==> src/rtl/core/kfli_pkg.sv <==
// Shared types, codes and default sizes of the keyframe linear interpolator.
`default_nettype none

package kfli_pkg;

	localparam int MAX_KEYS_DEF  = 64;
	localparam int FRAC_BITS_DEF = 16;
	localparam int TIME_W        = 32;
	localparam int POS_W         = 18;

	localparam logic [1:0] OP_CLEAR  = 2'd0;
	localparam logic [1:0] OP_APPEND = 2'd1;
	localparam logic [1:0] OP_QUERY  = 2'd2;

	typedef struct packed {
		logic [TIME_W-1:0] stamp;
		logic [POS_W-1:0]  x;
		logic [POS_W-1:0]  y;
	} key_t;

endpackage

`default_nettype wire

==> src/rtl/core/kfli_div.sv <==
// Radix-2 restoring divider that produces the interpolation fraction.
`default_nettype none

module kfli_div #(
	parameter int FRAC_BITS = kfli_pkg::FRAC_BITS_DEF
) (
	input  wire logic                               clk,
	input  wire logic                               arst_n,
	input  wire logic                               start,
	input  wire logic [kfli_pkg::TIME_W-1:0]        num,
	input  wire logic [kfli_pkg::TIME_W-1:0]        den,
	output logic                                    done,
	output logic [FRAC_BITS:0]                      quo
);

	localparam int QW = FRAC_BITS + 1;
	localparam int SW = $clog2(QW + 1);
	localparam int TW = kfli_pkg::TIME_W;

	logic          busy_q;
	logic [SW-1:0] cnt_q;
	logic [TW:0]   rem_q;
	logic [TW-1:0] den_q;
	logic [QW-1:0] quo_q;
	logic          ge;
	logic [TW:0]   nr;

	assign ge   = rem_q >= {1'b0, den_q};
	assign nr   = ge ? (rem_q - {1'b0, den_q}) : rem_q;
	assign done = busy_q && (cnt_q == SW'(1));
	assign quo  = quo_q;

	always_ff @(posedge clk or negedge arst_n) begin
		if (!arst_n) begin
			busy_q <= 1'b0;
			cnt_q  <= '0;
		end else if (start) begin
			busy_q <= 1'b1;
			cnt_q  <= SW'(QW);
		end else if (busy_q) begin
			cnt_q <= cnt_q - SW'(1);
			if (cnt_q == SW'(1)) begin
				busy_q <= 1'b0;
			end
		end
	end

	always_ff @(posedge clk) begin
		if (start) begin
			rem_q <= {1'b0, num};
			den_q <= den;
			quo_q <= '0;
		end else if (busy_q) begin
			rem_q <= {nr[TW-1:0], 1'b0};
			quo_q <= {quo_q[QW-2:0], ge};
		end
	end

endmodule

`default_nettype wire

==> config.mk <==
export PLATFORM = sky130hd
export DESIGN_NAME = kfli_div
export DESIGN_NICKNAME = d
export VERILOG_FILES = /design/src/rtl/core/kfli_pkg.sv /design/src/rtl/core/kfli_div.sv
export SDC_FILE = /design/constraint.sdc
export NUM_CORES = 1
export LEC_CHECK = 0
export ABC_AREA = 0
export BUFFER_PORTS_ARGS = -buffer_cell sky130_fd_sc_hd__buf_2
export CAP_MARGIN = 10
export CORE_ASPECT_RATIO = 0.5
export CORE_MARGIN = 4
export CORE_UTILIZATION = 40
export DETAILED_ROUTE_END_ITERATION = 10
export SYNTH_ARGS = -nofsm -noshare
export SYNTH_HDL_FRONTEND = slang
export SYNTH_SLANG_ARGS = --single-unit
==> constraint.sdc <==
create_clock -name clk -period 4 [get_ports clk]
set_input_delay 0 -clock clk [delete_from_list [all_inputs] [get_ports clk]]
set_output_delay 0 -clock clk [all_outputs]
set_load 0.01 [all_outputs]
==> impl_metrics.py <==
metrics = {
    "cts": {
        "cts_inserted_buffers": 9,
        "post_cts_buffers": 0,
        "cts_resized": 0,
        "cts_root_buf": "clkbuf_16",
        "clockBufferDepth": 2,
        "cts.htree.levels": 3,
        "cts.hold.buffers_added": 56,
        "cts.sinks": 88,
        "cts_tree": "done",
        "clkTransAtPathRegs_ps": 60,
        "insertion_delay_ps": 360,
    },
    "worst_setup_path": {
        "worstSetupEndpoint": "rem_q[29]$_DFFE_PP_",
        "path_class": "register to register",
        "required_ps": 4080,
        "cp_max_fo": 5,
        "rrSetupSlack_ps": 650,
        "rr_startpoint": "rem_q[0]$_SDFFCE_PN0P_",
        "crit_start": "rem_q[0]$_SDFFCE_PN0P_",
        "r2r_cells": 13,
        "cp.arrival_ps": 3430,
        "cp-end-kind": "register",
        "r2r-end": "rem_q[29]$_DFFE_PP_",
        "startpoint_type": "register",
    },
    "synth": {
        "synth_area_leaders": "edfxtp_1 (33%), ha_1 (7.3%), dfxtp_1 (6.2%)",
        "syn_area_mm2": 0.005799,
        "ys.flop_type": "edfxtp_1",
        "synthesis.nets": 703,
        "yosys_warnings": 0,
        "synth_seq_cells": 88,
        "synth_cell_type_count": 65,
        "syn-instance-count": 601,
        "synth-seq-area-share_pct": 41.94,
        "yosys.area.top_type": "edfxtp_1",
        "avgSynthCellArea_um2": 9.649,
        "netlist.area_leader.share_pct": 33.14,
        "synth_edf_count": 64,
        "synthArstFlopShare_pct": 6.818,
    },
    "pwr": {
        "powerDensity_mw_per_mm2": 695.4,
        "peakVddDrop_mv": 0.3291,
        "total_leakage_power_nw": 3.133,
    },
    "sta": {
        "fin_tns_setup_ps": 0,
        "max_slew_margin_pct": 46.20,
        "timing.fmax_mhz": 298.6,
        "hold_ws_ps": 13.22,
        "rsz0062_at_grt": "false",
        "finalHoldViolCount": 0,
        "setup_viol": 0,
        "finalCriticalPeriod_ps": 3349,
        "clock_skew_ps": 13.90,
        "worst_pin_slew_ps": 807.0,
        "drv_slew": 0,
        "fin_crit_sh_pct": 83.72,
    },
    "global_route": {
        "grt_use_total_pct": 18.04,
        "grt_overflow_total": 0,
        "grt_pass1_wl_um": 23940,
        "antenna_found_initial": 0,
        "grt_max_degree": 60,
        "grt_pass1_vias": 4803,
    },
    "finish": {
        "syn_to_final_growth_pct": 24.66,
        "num-nets-final": 827,
        "final_util_pct": 52.20,
        "drive_above_1_share_pct": 16.99,
        "layout_commonest_cell": "buf_2",
        "n_antenna_cell": 0,
        "fin_cells": 922,
        "final_cell_mix": "buf_2 (83), edfxtp_1 (64), dlygate4sd3_1 (56), inv_1 (47), nor2_1 (47)",
    },
    "die": {
        "die_h_um": 93.14,
        "io_pins": 85,
        "start_util_pct": 41.87,
        "dieArea_mm2": 0.01661,
        "placementRows": 30,
        "fp.coreArea_mm2": 0.01385,
        "die_w_um": 178.3,
    },
    "route": {
        "wl_per_cell_um": 15.90,
        "first_pass_iters": 5,
        "vias_per_cell": 5.445,
        "drtIter0Drc": 354,
        "totalWireLength_um": 14660,
        "drtAntennaViolNets": 0,
        "drc": 0,
        "vias": 5020,
    },
    "run": {
        "drv_cap": 0,
    },
    "placement": {
        "dp.cells": 850,
        "dp_hpwl_um": 10120,
        "port_buffers": 84,
        "gp_congestion": 0.8649,
    },
    "status": {
        "outcome": "finished, final reports clean",
    },
    "hold_path": {
        "hold-path-cell-count": 3,
        "hp-class": "primary input to register",
    },
}
-- per-layer routing --
layer / vias up / track usage, % / wire [um]
li1: 2484 / - / -
met1: 2396 / 26.02 / 7334
met2: 128 / 27.19 / 6302
met3: 12 / 4.725 / 883
met4: 0 / 4.020 / 138
met5: - / 0 / 0
-- power by group --
| group | total (W) | switching, W | leakage, nW | internal, W |
|---|---|---|---|---|
| sequential | 0.00141 | 0.000141 | 0.870 | 0.00127 |
| combinational | 0.00274 | 0.00162 | 2.12 | 0.00112 |
| clock | 0.000874 | 0.000368 | 0.146 | 0.000506 |
-- state kept, by name, summed over array words and instances (netlist names) --
signal	cells
quo	17
den_q	32
cnt_q	5
rem_q	33
busy_q	1
-- logic make-up (layout without fill, tap and decap cells) --
family	Yosys count	in the layout	share of synthesized area, %
and+or+nand+nor	178	178	15.45
AOI/OAI and AO/OA	171	171	21.79
DFF	88	88	41.94
buffers and inverters	83	212	5.804
adders and majority gates	35	35	7.681
xor gates and xnor gates	28	28	4.229
muxes	18	18	3.107
-- synthesized netlist by cell type (3+ instances only) --
| master | instances |
|---|---|
| nand4_1 | 17 |
| nand3_1 | 17 |
| nor3_1 | 11 |
| inv_1 | 47 |
| o31ai_1 | 6 |
| a211oi_1 | 4 |
| xor2_1 | 5 |
| dfxtp_1 | 18 |
| mux2i_1 | 18 |
| or3_1 | 5 |
| nand2_1 | 40 |
| dfrtp_1 | 6 |
| ha_1 | 34 |
| buf_2 | 8 |
| o311ai_1 | 7 |
| nor2b_1 | 4 |
| and2_1 | 12 |
| a21oi_1 | 32 |
| or4_1 | 3 |
| o21a_1 | 4 |
| o31a_1 | 3 |
| nor2_1 | 47 |
| o2111ai_1 | 3 |
| o21ai_1 | 3 |
| a31oi_1 | 18 |
| o21ai_0 | 30 |
| a21o_1 | 17 |
| nor4_1 | 6 |
| and3_1 | 5 |
| xnor2_1 | 23 |
| a41oi_1 | 5 |
| a221o_1 | 4 |
| o211ai_1 | 5 |
| clkbuf_1 | 21 |
| edfxtp_1 | 64 |
| nand2b_1 | 3 |
| o21bai_1 | 4 |
-- worst max-delay path, cell delays in order (launching register included) --
cell      delay [ps]
edfxtp_1         380
inv_1             90
ha_1             170
inv_1             50
fa_1             420
a21o_1           230
a221oi_1         250
buf_4            190
o21ai_1           90
o21ai_1          200
o211ai_1         290
a221o_1          380
o21ai_0          220
o211ai_1         130
-- worst min-delay path by stage --
stage                  from              endpoint  slack, ps
floorplan            arst_n      busy_q$_DFF_PN0_       -300
global placement     arst_n  cnt_q[1]$_DFFE_PN0P_       -170
detailed placement   arst_n  cnt_q[1]$_DFFE_PN0P_       -170
CTS                 num[11]   rem_q[11]$_DFFE_PP_          1
global route        num[11]   rem_q[11]$_DFFE_PP_          3
finish              num[11]   rem_q[11]$_DFFE_PP_         10
-- per-stage QoR --
| stage | total power [W] | setup WS (ps) | cell area [um^2] |
|---|---|---|---|
| 2_1_floorplan | 0.003531 | 1104 | 5799 |
| 3_3_place_gp | 0.004083 | 721.6 | 6362 |
| 3_5_place_dp | 0.004084 | 707.8 | 6362 |
| 4_1_cts | 0.005037 | 680.8 | 7229 |
| 5_1_grt | 0.005415 | 478.3 | 7229 |
| 6_report | 0.005027 | 651.0 | 7229 |
-- layout make-up --
| type | instances | area (um^2) |
|---|---|---|
| fillers | 1276 | 6621 |
| repair buffers | 147 | 1036 |
| clock inverters | 5 | 63.81 |
| clock buffers | 11 | 242.7 |
| well taps | 192 | 240.2 |
| inverters | 49 | 183.9 |
| flip-flops and latches | 88 | 2432 |
| multi-input cells | 430 | 3030 |
(Power assumes the default switching activity.)
